### src/hw/rtl/isolated_pixel_counter_macros.svh
// Assertion macros for the isolated pixel counter.
// Used by the top-level RTL file, which carries concurrent checks; no other dependencies.
`ifndef ISOLATED_PIXEL_COUNTER_MACROS_SVH
`define ISOLATED_PIXEL_COUNTER_MACROS_SVH

// Property checked on every rising clock edge outside reset.
`define IPC_ASSERT(lbl, clk, rst_n, prop, msg) \
  lbl: assert property (@(posedge clk) disable iff (!rst_n) prop) \
    else $error(msg);

// Condition that must never be seen outside reset.
`define IPC_ASSERT_NEVER(lbl, clk, rst_n, cond, msg) \
  `IPC_ASSERT(lbl, clk, rst_n, !(cond), msg)

`endif

### src/hw/rtl/ipc_pkg.sv
// Shared types, constants and helpers for the isolated pixel counter.
// No dependencies; imported by every module of the block.
`default_nettype none

package ipc_pkg;

  localparam int unsigned MaxCols   = 1024;
  localparam int unsigned MaxRows   = 1024;
  localparam int unsigned ColW      = $clog2(MaxCols);
  localparam int unsigned RowW      = $clog2(MaxRows);
  localparam int unsigned CfgW      = 11;
  localparam int unsigned CoordW    = 10;
  localparam int unsigned CountW    = 20;
  localparam int unsigned OutDepth  = 3;
  localparam int unsigned PtrW      = $clog2(OutDepth);
  localparam int unsigned LvlW      = $clog2(OutDepth + 1);

  localparam logic [CfgW-1:0]   ColsReset = CfgW'(12);
  localparam logic [CfgW-1:0]   RowsReset = CfgW'(12);
  localparam logic [CfgW-1:0]   SizeMin   = CfgW'(3);
  localparam logic [CountW-1:0] CountMax  = {CountW{1'b1}};

  // configuration register indexes
  typedef enum logic [0:0] {
    RegFrameCols = 1'b0,
    RegFrameRows = 1'b1
  } cfg_reg_e;

  // one window column: [0] row r-2, [1] row r-1, [2] current row
  typedef logic [2:0] win_col_t;

  // write side of the line stores
  typedef struct packed {
    logic            en;
    logic [ColW-1:0] addr;
    logic            upper;
    logic            lower;
  } ls_wr_t;

  // one result transaction
  typedef struct packed {
    logic              center_valid;
    logic              isolated;
    logic [CoordW-1:0] center_row;
    logic [CoordW-1:0] center_col;
    logic [CountW-1:0] island_count;
    logic              frame_done;
  } result_t;

  function automatic logic [CfgW-1:0] clamp_size(logic [CfgW-1:0] v, logic [CfgW-1:0] hi);
    logic [CfgW-1:0] r;
    if (v < SizeMin) begin
      r = SizeMin;
    end else if (v > hi) begin
      r = hi;
    end else begin
      r = v;
    end
    return r;
  endfunction

endpackage

`default_nettype wire

### src/hw/rtl/ipc_win_cell.sv
// One column cell of the 3x3 window chain; loads its neighbor's column on each step.
// Depends on ipc_pkg.
`default_nettype none

module ipc_win_cell
  import ipc_pkg::*;
(
  input  wire      clk_i,
  input  wire      rst_ni,
  input  wire      en_i,
  input  win_col_t col_i,
  output win_col_t col_o
);

  win_col_t col_q, col_d;

  always_comb begin
    col_d = en_i ? col_i : col_q;
  end

  always_ff @(posedge clk_i or negedge rst_ni) begin
    if (!rst_ni) begin
      col_q <= '0;
    end else begin
      col_q <= col_d;
    end
  end

  assign col_o = col_q;

endmodule

`default_nettype wire

### src/hw/rtl/ipc_line_store.sv
// Pair of one-bit line stores (rows r-2 and r-1) in one memory, registered read.
// Entries past the fill mark read as zero. Depends on ipc_pkg.
`default_nettype none

module ipc_line_store
  import ipc_pkg::*;
(
  input  wire             clk_i,
  input  wire             rst_ni,
  input  wire [ColW-1:0]  rd_addr_i,
  input  ls_wr_t          wr_i,
  output logic            upper_o,
  output logic            lower_o
);

  logic [1:0]    mem_q [MaxCols];
  logic [1:0]    rd_q;
  logic          hit_q;
  logic [ColW:0] fill_q, fill_d;

  // written columns always form a prefix, since every row starts at column zero
  always_comb begin
    fill_d = fill_q;
    if (wr_i.en && ({1'b0, wr_i.addr} >= fill_q)) begin
      fill_d = {1'b0, wr_i.addr} + (ColW+1)'(1);
    end
  end

  always_ff @(posedge clk_i or negedge rst_ni) begin
    if (!rst_ni) begin
      fill_q <= '0;
    end else begin
      fill_q <= fill_d;
    end
  end

  always_ff @(posedge clk_i) begin
    if (wr_i.en) begin
      mem_q[wr_i.addr] <= {wr_i.upper, wr_i.lower};
    end
  end

  always_ff @(posedge clk_i) begin
    rd_q  <= mem_q[rd_addr_i];
    hit_q <= ({1'b0, rd_addr_i} < fill_q);
  end

  assign upper_o = hit_q & rd_q[1];
  assign lower_o = hit_q & rd_q[0];

endmodule

`default_nettype wire

### src/hw/rtl/ipc_out_fifo.sv
// Small result queue between the window stage and the output channel.
// Depends on ipc_pkg.
`default_nettype none

module ipc_out_fifo
  import ipc_pkg::*;
(
  input  wire             clk_i,
  input  wire             rst_ni,
  input  wire             push_i,
  input  result_t         data_i,
  input  wire             pop_i,
  output logic            valid_o,
  output result_t         data_o,
  output logic [LvlW-1:0] level_o
);

  result_t         buf_q [OutDepth];
  logic [PtrW-1:0] wr_ptr_q, wr_ptr_d;
  logic [PtrW-1:0] rd_ptr_q, rd_ptr_d;
  logic [LvlW-1:0] level_q, level_d;

  function automatic logic [PtrW-1:0] ptr_next(logic [PtrW-1:0] p);
    logic [PtrW-1:0] n;
    if (p == PtrW'(OutDepth - 1)) begin
      n = '0;
    end else begin
      n = p + PtrW'(1);
    end
    return n;
  endfunction

  always_comb begin
    wr_ptr_d = push_i ? ptr_next(wr_ptr_q) : wr_ptr_q;
    rd_ptr_d = pop_i ? ptr_next(rd_ptr_q) : rd_ptr_q;
    level_d  = level_q;
    if (push_i && !pop_i) begin
      level_d = level_q + LvlW'(1);
    end else if (pop_i && !push_i) begin
      level_d = level_q - LvlW'(1);
    end
  end

  always_ff @(posedge clk_i or negedge rst_ni) begin
    if (!rst_ni) begin
      wr_ptr_q <= '0;
      rd_ptr_q <= '0;
      level_q  <= '0;
    end else begin
      wr_ptr_q <= wr_ptr_d;
      rd_ptr_q <= rd_ptr_d;
      level_q  <= level_d;
    end
  end

  always_ff @(posedge clk_i) begin
    if (push_i) begin
      buf_q[wr_ptr_q] <= data_i;
    end
  end

  assign valid_o = (level_q != '0);
  assign data_o  = buf_q[rd_ptr_q];
  assign level_o = level_q;

endmodule

`default_nettype wire

### src/hw/rtl/isolated_pixel_counter.sv
// Top level of the isolated pixel counter: position counters, line stores,
// window cell chain and result queue. Depends on ipc_pkg and the ipc_* modules.
//
//   channel  direction  handshake                 payload
//   in       sink       in_valid_i / in_stall_o   pixel_i
//   out      source     out_valid_o / out_stall_i center_valid_o .. frame_done_o
//   cfg      sink       cfg_we_i                  cfg_index_i, cfg_wdata_i
//
// One pixel per cycle while the result queue has room; the line store is read as a
// pixel is taken, then the window stage register updates the window and pushes the
// result into the queue, from which it can be taken. Reset needs no clearing pass: a
// fill mark stands in. The input stalls only when the three-entry result queue is
// full, counting the transaction in flight.
`default_nettype none

module isolated_pixel_counter
  import ipc_pkg::*;
(
  input  wire                clk_i,
  input  wire                rst_ni,
  input  wire                cfg_we_i,
  input  wire                cfg_index_i,
  input  wire [CfgW-1:0]     cfg_wdata_i,
  input  wire                in_valid_i,
  output logic               in_stall_o,
  input  wire                pixel_i,
  output logic               out_valid_o,
  input  wire                out_stall_i,
  output logic               center_valid_o,
  output logic               isolated_o,
  output logic [CoordW-1:0]  center_row_o,
  output logic [CoordW-1:0]  center_col_o,
  output logic [CountW-1:0]  island_count_o,
  output logic               frame_done_o
);

  `include "isolated_pixel_counter_macros.svh"

  logic [CfgW-1:0]   cols_q, cols_d, rows_q, rows_d;
  logic [CfgW-1:0]   cols_eff, rows_eff;
  logic [ColW-1:0]   col_last;
  logic [RowW-1:0]   row_last;
  logic [ColW-1:0]   col_q, col_d;
  logic [RowW-1:0]   row_q, row_d;
  logic              in_acc;
  logic              pix_in, center_in, last_in;

  // window stage (registered at acceptance)
  logic              a_q;
  logic              a_pix_q, a_center_q, a_last_q;
  logic [ColW-1:0]   a_col_q;
  logic [RowW-1:0]   a_row_q;

  logic              ls_upper, ls_lower;
  ls_wr_t            ls_wr;
  win_col_t          new_col, hi_col, lo_col;
  logic              lo_any;
  logic              iso;
  logic [CountW-1:0] count_q, count_d, count_now;

  result_t           res;
  result_t           out_res;
  logic              pop;
  logic [LvlW-1:0]   level;
  logic [LvlW:0]     reserved;

  assign cols_eff = clamp_size(cols_q, CfgW'(MaxCols));
  assign rows_eff = clamp_size(rows_q, CfgW'(MaxRows));
  assign col_last = ColW'(cols_eff - CfgW'(1));
  assign row_last = RowW'(rows_eff - CfgW'(1));

  assign reserved   = {1'b0, level} + (LvlW+1)'(a_q);
  assign in_stall_o = (reserved >= (LvlW+1)'(OutDepth));
  assign in_acc     = in_valid_i & ~in_stall_o;

  always_comb begin
    pix_in    = pixel_i & ~((row_q == '0) | (row_q == row_last) |
                            (col_q == '0) | (col_q == col_last));
    center_in = (row_q >= RowW'(2)) & (col_q >= ColW'(2));
    last_in   = (row_q == row_last) & (col_q == col_last);
  end

  // config and position
  always_comb begin
    cols_d = cols_q;
    rows_d = rows_q;
    col_d  = col_q;
    row_d  = row_q;
    if (cfg_we_i) begin
      case (cfg_reg_e'(cfg_index_i))
        RegFrameCols: cols_d = cfg_wdata_i;
        RegFrameRows: rows_d = cfg_wdata_i;
        default: ;
      endcase
      col_d = '0;
      row_d = '0;
    end else if (in_acc) begin
      if (last_in) begin
        col_d = '0;
        row_d = '0;
      end else if (col_q == col_last) begin
        col_d = '0;
        row_d = row_q + RowW'(1);
      end else begin
        col_d = col_q + ColW'(1);
      end
    end
  end

  always_ff @(posedge clk_i or negedge rst_ni) begin
    if (!rst_ni) begin
      cols_q  <= ColsReset;
      rows_q  <= RowsReset;
      col_q   <= '0;
      row_q   <= '0;
      a_q     <= 1'b0;
      count_q <= '0;
    end else begin
      cols_q  <= cols_d;
      rows_q  <= rows_d;
      col_q   <= col_d;
      row_q   <= row_d;
      a_q     <= in_acc;
      count_q <= count_d;
    end
  end

  always_ff @(posedge clk_i) begin
    if (in_acc) begin
      a_pix_q    <= pix_in;
      a_center_q <= center_in;
      a_last_q   <= last_in;
      a_col_q    <= col_q;
      a_row_q    <= row_q;
    end
  end

  ipc_line_store u_line_store (
    .clk_i     (clk_i),
    .rst_ni    (rst_ni),
    .rd_addr_i (col_q),
    .wr_i      (ls_wr),
    .upper_o   (ls_upper),
    .lower_o   (ls_lower)
  );

  always_comb begin
    ls_wr.en    = a_q;
    ls_wr.addr  = a_col_q;
    ls_wr.upper = ls_lower;
    ls_wr.lower = a_pix_q;
  end

  assign new_col = {a_pix_q, ls_lower, ls_upper};

  // window columns: new_col is the newest, hi the middle, lo the oldest kept
  ipc_win_cell u_cell_hi (
    .clk_i  (clk_i),
    .rst_ni (rst_ni),
    .en_i   (a_q),
    .col_i  (new_col),
    .col_o  (hi_col)
  );

  ipc_win_cell u_cell_lo (
    .clk_i  (clk_i),
    .rst_ni (rst_ni),
    .en_i   (a_q),
    .col_i  (hi_col),
    .col_o  (lo_col)
  );

  assign lo_any = |lo_col;

  // center is the middle bit of hi_col, the middle column of the window
  assign iso = a_center_q & hi_col[1] & ~hi_col[0] & ~hi_col[2] & ~lo_any &
               (new_col == '0);

  always_comb begin
    count_now = count_q;
    if (iso && (count_q != CountMax)) begin
      count_now = count_q + CountW'(1);
    end
    count_d = count_q;
    if (cfg_we_i) begin
      count_d = '0;
    end else if (a_q) begin
      count_d = a_last_q ? '0 : count_now;
    end
  end

  always_comb begin
    res.center_valid = a_center_q;
    res.isolated     = iso;
    res.center_row   = a_center_q ? CoordW'(a_row_q - RowW'(1)) : '0;
    res.center_col   = a_center_q ? CoordW'(a_col_q - ColW'(1)) : '0;
    res.island_count = count_now;
    res.frame_done   = a_last_q;
  end

  assign pop = out_valid_o & ~out_stall_i;

  ipc_out_fifo u_out_fifo (
    .clk_i   (clk_i),
    .rst_ni  (rst_ni),
    .push_i  (a_q),
    .data_i  (res),
    .pop_i   (pop),
    .valid_o (out_valid_o),
    .data_o  (out_res),
    .level_o (level)
  );

  assign center_valid_o = out_res.center_valid;
  assign isolated_o     = out_res.isolated;
  assign center_row_o   = out_res.center_row;
  assign center_col_o   = out_res.center_col;
  assign island_count_o = out_res.island_count;
  assign frame_done_o   = out_res.frame_done;

  `IPC_ASSERT(a_stage_fills, clk_i, rst_ni, in_acc |=> a_q, "accepted pixel missed window stage")
  `IPC_ASSERT_NEVER(queue_overrun, clk_i, rst_ni, a_q && (level == LvlW'(OutDepth)) && !pop,
    "result queue overrun")
  `IPC_ASSERT_NEVER(iso_without_center, clk_i, rst_ni, a_q && iso && !a_center_q,
    "isolated flag outside interior center")
  `IPC_ASSERT(count_cleared_after_done, clk_i, rst_ni, (a_q && a_last_q) |=> (count_q == '0),
    "count not cleared after frame end")

endmodule

`default_nettype wire

### config.mk
export PLATFORM = sky130hd
export DESIGN_NAME = isolated_pixel_counter
export DESIGN_NICKNAME = d
export VERILOG_FILES = /design/src/hw/rtl/ipc_pkg.sv /design/src/hw/rtl/ipc_win_cell.sv /design/src/hw/rtl/ipc_line_store.sv /design/src/hw/rtl/ipc_out_fifo.sv /design/src/hw/rtl/isolated_pixel_counter.sv
export VERILOG_INCLUDE_DIRS = /design/src /design/src/hw/rtl
export SDC_FILE = /design/constraint.sdc
export NUM_CORES = 2
export LEC_CHECK = 0
export BUFFER_PORTS_ARGS = -buffer_cell sky130_fd_sc_hd__buf_2
export CAP_MARGIN = 20
export CORE_MARGIN = 2
export CORE_UTILIZATION = 65
export CTS_BUF_LIST = sky130_fd_sc_hd__clkbuf_4
export DETAILED_ROUTE_END_ITERATION = 10
export GPL_ROUTABILITY_DRIVEN = 0
export PLACE_DENSITY_LB_ADDON = 0.2
export SLEW_MARGIN = 20
export SYNTH_ARGS = -nofsm -noshare
export SYNTH_HDL_FRONTEND = slang
export SYNTH_SLANG_ARGS = --single-unit
### constraint.sdc
create_clock -name clk_i -period 37.9 [get_ports clk_i]
set_input_delay 3.79 -clock clk_i [delete_from_list [all_inputs] [get_ports clk_i]]
set_output_delay 3.79 -clock clk_i [all_outputs]
set_load 0.02 [all_outputs]
# Word level (Yosys, flattened, before mapping)
# Memories as Yosys holds them, arrays and structs flattened. A register that Yosys moved wholly into a read port is not among the register bits.
# Cells that the tools add are included.
# classes
add_sub_neg,13
magnitude_cmp,9
eq_ne,5
n_mux,24
n_bitwise,22
n_reduce_logical,18
# op_table
cell,n
two-way mux 10 bit,14
two-way mux 20 bit,4
subtractor 10 x 1 -> 10 bit (second input constant),4
> comparator 11 bit (second input constant),2
< comparator 11 x 2 -> 1 bit (second input constant),2
adder 10 x 1 -> 10 bit (second input constant),2
adder 20 x 1 -> 20 bit (second input constant),1
== test 10 bit,2
greater-or-equal comparator 10 x 2 -> 1 bit (second input constant),2
zero test 10 bit,2
inequality test 20 bit (second input constant),1
bitwise AND 1 bit,12
adder 10 x 1 -> 11 bit (second input constant),1
greater-or-equal comparator 10 x 11 -> 1 bit,1
< comparator 10 x 11 -> 1 bit,1
two-way mux 2 bit,4
nonzero test 2 bit,4
inverter 1 bit,7
adder 2 x 1 -> 2 bit (second input constant),3
AND reduction 2 bit,3
== test 2 bit (second input constant),2
logical AND 1 bit,4
adder 2 x 1 -> 3 bit,1
greater-or-equal comparator 3 x 2 -> 1 bit (second input constant),1
7 further kinds,11
# word_totals
reg_bits,110
ram_bits,2177
input_bits,18
out_inout_bits,45
elab_cells,111
n_memories,2
# mem_list
memory,depth,width,read_ports,rd_clocked_by_memory_dff,write_ports,line_no,source
u_line_store.mem_q,1024,2,1,1,1,ipc_line_store.sv:16,logic [1:0] mem_q [MaxCols];
u_out_fifo.buf_q,3,43,1,0,1,ipc_out_fifo.sv:18,result_t buf_q [OutDepth];

# Longest topological paths before layout
# logic_depth
ltp_word,10
ltp_mapped,14
ltp_nobuf,13

# By module
# From an unflattened synthesis, not the netlist that was laid out.
# unflattened
cells_unflattened,5781
hier_area_um2,95282.6
# by_module_without_submodules
mod,instances,cells_each,area_each_um2,seq_area_each_um2
ipc_line_store,1,4865,84337.1,61834.3
isolated_pixel_counter,1,606,5640.4,2272.2
ipc_out_fifo,1,298,5087.4,4023.9
ipc_win_cell,2,6,108.9,75.1

# Least setup slack after synthesis
# No wires, ideal clock.
# synth_path
path_type,register to register
startpoint,register u_line_store.hit_q
endpoint,memory u_line_store.mem_q[0][1] (data pin)
setup_time_ps,2875
t_arrival_ps,13146
required_ps,35025
path_slack_ps,21880
path_stages_with_launch,2
n_path_buf,0
synth_period_minus_slack_ps,16020
path_cell_list,dfxtp_1 -> and2_1
# synth_between
elab_chain_len,1
# synth_lines
element,line_no,source
"start, declared",ipc_line_store.sv:18,logic hit_q;
"start signal, assigned",ipc_line_store.sv:45,"hit_q <= ({1'b0, rd_addr_i} < fill_q);"
bitwise AND 1 bit,ipc_line_store.sv:49,assign lower_o = hit_q & rd_q[0];
via ls_lower,isolated_pixel_counter.sv:54,"logic ls_upper, ls_lower;"
"end, declared",ipc_line_store.sv:16,
# The timed path passes the listed nets, and every way through them passes these cells.

==> run_results.csv <==
group,metric,value,unit
outcome,status,"completed",
setup_path,crit_type,"flip-flop to flip-flop",
synth,synthAdderAreaFrac,0.5038,%
grt,grt-ovfl-total,0,
synth,synth-main-ff-cell,"edfxtp_1",
cells_and_area,drive_above_1_share,26.21,%
cts,cts-hold-fix-buffers,0,
placed_design,port_buffers,62,
floorplan,dieArea,148200,µm²
routing,first_pass_iters,9,
cts,clock_sinks,2289,
floorplan,die_width,385.0,µm
floorplan,core,143800,µm²
cts,cts_buffer_depth,4,
setup_path,worstRegToRegCells,13,
sta,rsz0062_at_grt,"false",
setup_path,cp_max_fo,78,
cts,cts_tree,"yes",
synth,yosysSeqAreaShare,72.36,%
sta,hold_violations,0,
synth,ys.warnings.count,0,
cts,clk_pin_slew,60,ps
worst_hold_path,min_path_type,"flip-flop to flip-flop",
power,internal_power,0.004774,W
setup_path,endpoint_kind,"flip-flop",
sta,fmax,143.3,MHz
routing,drcViolationCount,0,
setup_path,cp.required,39070,ps
cts,cts_resized,0,
cts,clkLatencyLatePin,1300,ps
synth,synth.area.mux_share,13.35,%
floorplan,num_rows,139,
sta,slew_violations,0,
placed_design,place_hpwl,126800,µm
worst_hold_path,min-delay-start,"u_cell_lo.col_o[0]",
power,pwr-share-clk,29.4,%
cells_and_area,multi_input_area,24500,µm²
routing,vias_per_cell,6.674,
synth,synth.distinct_cells,76,
cells_and_area,areaGrowthSynthToFinish,9.852,%
sta,setup_viol_count_final,0,
synth,synth.cell_area,94370,µm²
cts,h-tree-depth,6,
setup_path,r2r_end,"u_line_store.rd_q[0]",
floorplan,start_util,65.61,%
sta,finClkSkew,72.77,ps
routing,drt-total-wl,239700,µm
routing,via_count,55180,
setup_path,r2r_start,"col_q[0]",
synth,ys_ff_latch,2289,
synth,synth_fp_nets,5706,
synth,synth_area_leader_cell,"edfxtp_1",
synth,netlist_top_cells_count,"edfxtp_1 (2200), nor2_1 (1103), mux4_2 (491)",
power,peakVddDrop,0.00005363,V
synth,synth_xor_area_share,0.6497,%
cells_and_area,nFillCells,8840,
setup_path,r2r_setup_slack,30920,ps
synth,syn_area_per_cell,16.70,µm²
grt,grt_max_degree,254,
worst_hold_path,whs_endpoint,"u_cell_lo.col_o[0]",
cells_and_area,regArea,68290,µm²
sta,hold-worst-slack,511.7,ps
power,p_sw_share,29.97,%
routing,post_drt_wl_per_cell,29.00,µm
synth,ys_async_sr_fraction,3.757,%
power,pwr-share-seq,47.8,%
floorplan,die_y,385.0,µm
routing,drtAntennaViolNets,0,
synth,synth_top_family_by_area,"multiplexers",
cts,cts_buffers,582,
synth,syn_inst,5650,
grt,grt_usage,32.74,%
grt,antenna_found_initial,9,
power,switchingPower,0.002043,W
cts,post_cts_buffers,0,
synth,synth.most_common_cell,"edfxtp_1",
grt,grt_pass1_vias,55380,
setup_path,cp.arrival,8150,ps
power,pwr-share-comb,22.8,%
sta,min_period,6978,ps
sta,worstMarginPinSlew,1341,ps
run,drv_cap,0,
routing,drtIter0Drc,8265,
synth,synthSimpleGateAreaFrac,6.985,%
grt,grt_pass1_wl,349800,µm
power,p_per_area,65.76,nW/µm²
synth,synth_area_leaders,"edfxtp_1 (70%), mux4_2 (12%), nor2_1 (4.4%)",
power,power.leakage,32.62,nW
setup_path,startpoint_type,"flip-flop",
floorplan,boundaryPins,63,
synth,synth_compound_area_share,4.130,%
cts,clockRootBuffer,"clkbuf_4",
worst_hold_path,hold_depth,1,
cells_and_area,finalNetCount,6016,
sta,min_period_over_period,18.41,%
sta,max_slew_margin,10.62,%
synth,yosysTopAreaCellShare,70.01,%
sta,setup_tns,0,ps
synth,synth_edf_count,2200,
==> state kept, by name (all words and copies together) (netlist names), 2 cells and up <==
name and count:
u_line_store.mem_q 2048, u_out_fifo.buf_q 129, count_q 20, cols_q 11
rows_q 11, u_line_store.fill_q 11, a_col_q 10, a_row_q 10
col_q 10, row_q 10, u_cell_hi.col_o 3, u_cell_lo.col_o 3
u_line_store.rd_q 2, u_out_fifo.level_o 2, u_out_fifo.rd_ptr_q 2, u_out_fifo.wr_ptr_q 2
==> area by class of cell <==
| cell class | count | share of cell area, % |
|---|---|---|
| diodes | 5 | 0.01207 |
| clock buffers | 815 | 5.902 |
| clock inverters | 168 | 0.8546 |
| inverters | 46 | 0.1666 |
| multi-input cells | 2870 | 23.63 |
| flip-flops and latches | 2289 | 65.88 |
| well taps | 1903 | 2.297 |
| repair buffers | 171 | 1.252 |
==> through the flow <==
step | setup WS (ps) | utilization, % | cells | total power [W] | instance area [µm²]
6_report | 30920 | 72.07 | 8267 | 0.006817 | 103700
5_1_grt | 30290 | 72.07 | 8265 | 0.007087 | 103700
4_1_cts | 30690 | 72.00 | 8260 | 0.006830 | 103600
3_5_place_dp | 30710 | 67.13 | 7277 | 0.004843 | 96550
3_3_place_gp | 30840 | 67.07 | 7273 | 0.004812 | 96470
2_1_floorplan | 21880 | - | 5650 | 0.004672 | 94370
==> metal layers <==
| metal | up-vias | global-route usage (%) | share of wire [%] |
|---|---|---|---|
| li1 | 22980 | - | - |
| met1 | 27960 | 46.19 | 37 |
| met2 | 3696 | 48.95 | 47 |
| met3 | 527 | 9.091 | 13 |
| met4 | 8 | 13.94 | 3.8 |
| met5 | - | 0 | 0.021 |
==> cells by family (layout without fill, tap and decap cells) <==
family / count (synthesis) / in the layout
AOI/OAI and AO/OA: 549 / 549
xor gates and xnor gates: 70 / 70
adders and majority gates: 38 / 38
buffers and inverters: 491 / 1200
DFF: 2289 / 2289
muxes: 640 / 640
other: 0 / 5
and+or+nand+nor: 1573 / 1573
==> layout by cell type, fill, tap and decap left out, types with 11 or more instances in the layout <==
cell	instances
a2111oi_0	11
a211oi_1	18
a21oi_1	86
a221oi_1	61
a22o_1	50
a22oi_1	86
a31oi_1	12
and2_1	19
and3_1	14
buf_2	61
buf_4	96
clkbuf_4	815
clkinv_1	119
clkinv_2	29
dfrtp_1	75
edfxtp_1	2200
ha_1	38
inv_1	43
inv_2	13
mux2_2	41
mux2i_1	108
mux4_2	491
nand2_1	146
nand2_2	36
nand2b_1	18
nand3_1	40
nand3_4	12
nand4_1	12
nor2_1	1101
nor2b_1	38
nor3_1	51
nor4_1	13
o21ai_0	95
o22ai_1	31
or3_1	14
xnor2_1	37
xor2_1	33
==> how the worst max path moves through the flow <==
stage | slack (ps) | cells past startpoint | end | start
after CTS | 30690 | 13 | u_line_store.rd_q[0] | col_q[0]
after floorplan | 21880 | 1 | u_line_store.mem_q[0][1] | u_line_store.hit_q
final | 30920 | 13 | u_line_store.rd_q[0] | col_q[0]
after detailed placement | 30710 | 13 | u_line_store.rd_q[0] | col_q[0]
after global routing | 30290 | 13 | u_line_store.rd_q[0] | col_q[0]
after global placement | 30840 | 13 | u_line_store.rd_q[0] | col_q[0]
==> power groups by stage <==
stage | clock (W) | sequential, W | combinational [W]
2_1_floorplan | 0 | 0.00367 | 0.000997
5_1_grt | 0.00216 | 0.00326 | 0.00166
4_1_cts | 0.00204 | 0.00325 | 0.00154
6_report | 0.00201 | 0.00326 | 0.00155
3_5_place_dp | 0 | 0.00331 | 0.00153
3_3_place_gp | 0 | 0.00330 | 0.00151
==> worst max-delay path, cell delays in order (launching register included) <==
cell	delay, ps
dfrtp_4	930
buf_4	740
buf_12	560
buf_4	800
buf_4	650
buf_4	760
mux4_2	600
a221oi_1	310
o22ai_1	170
nor3_1	350
nor2_1	100
nor3_1	390
a211oi_1	160
and3_1	230
Power figures use the tool's default switching activity.
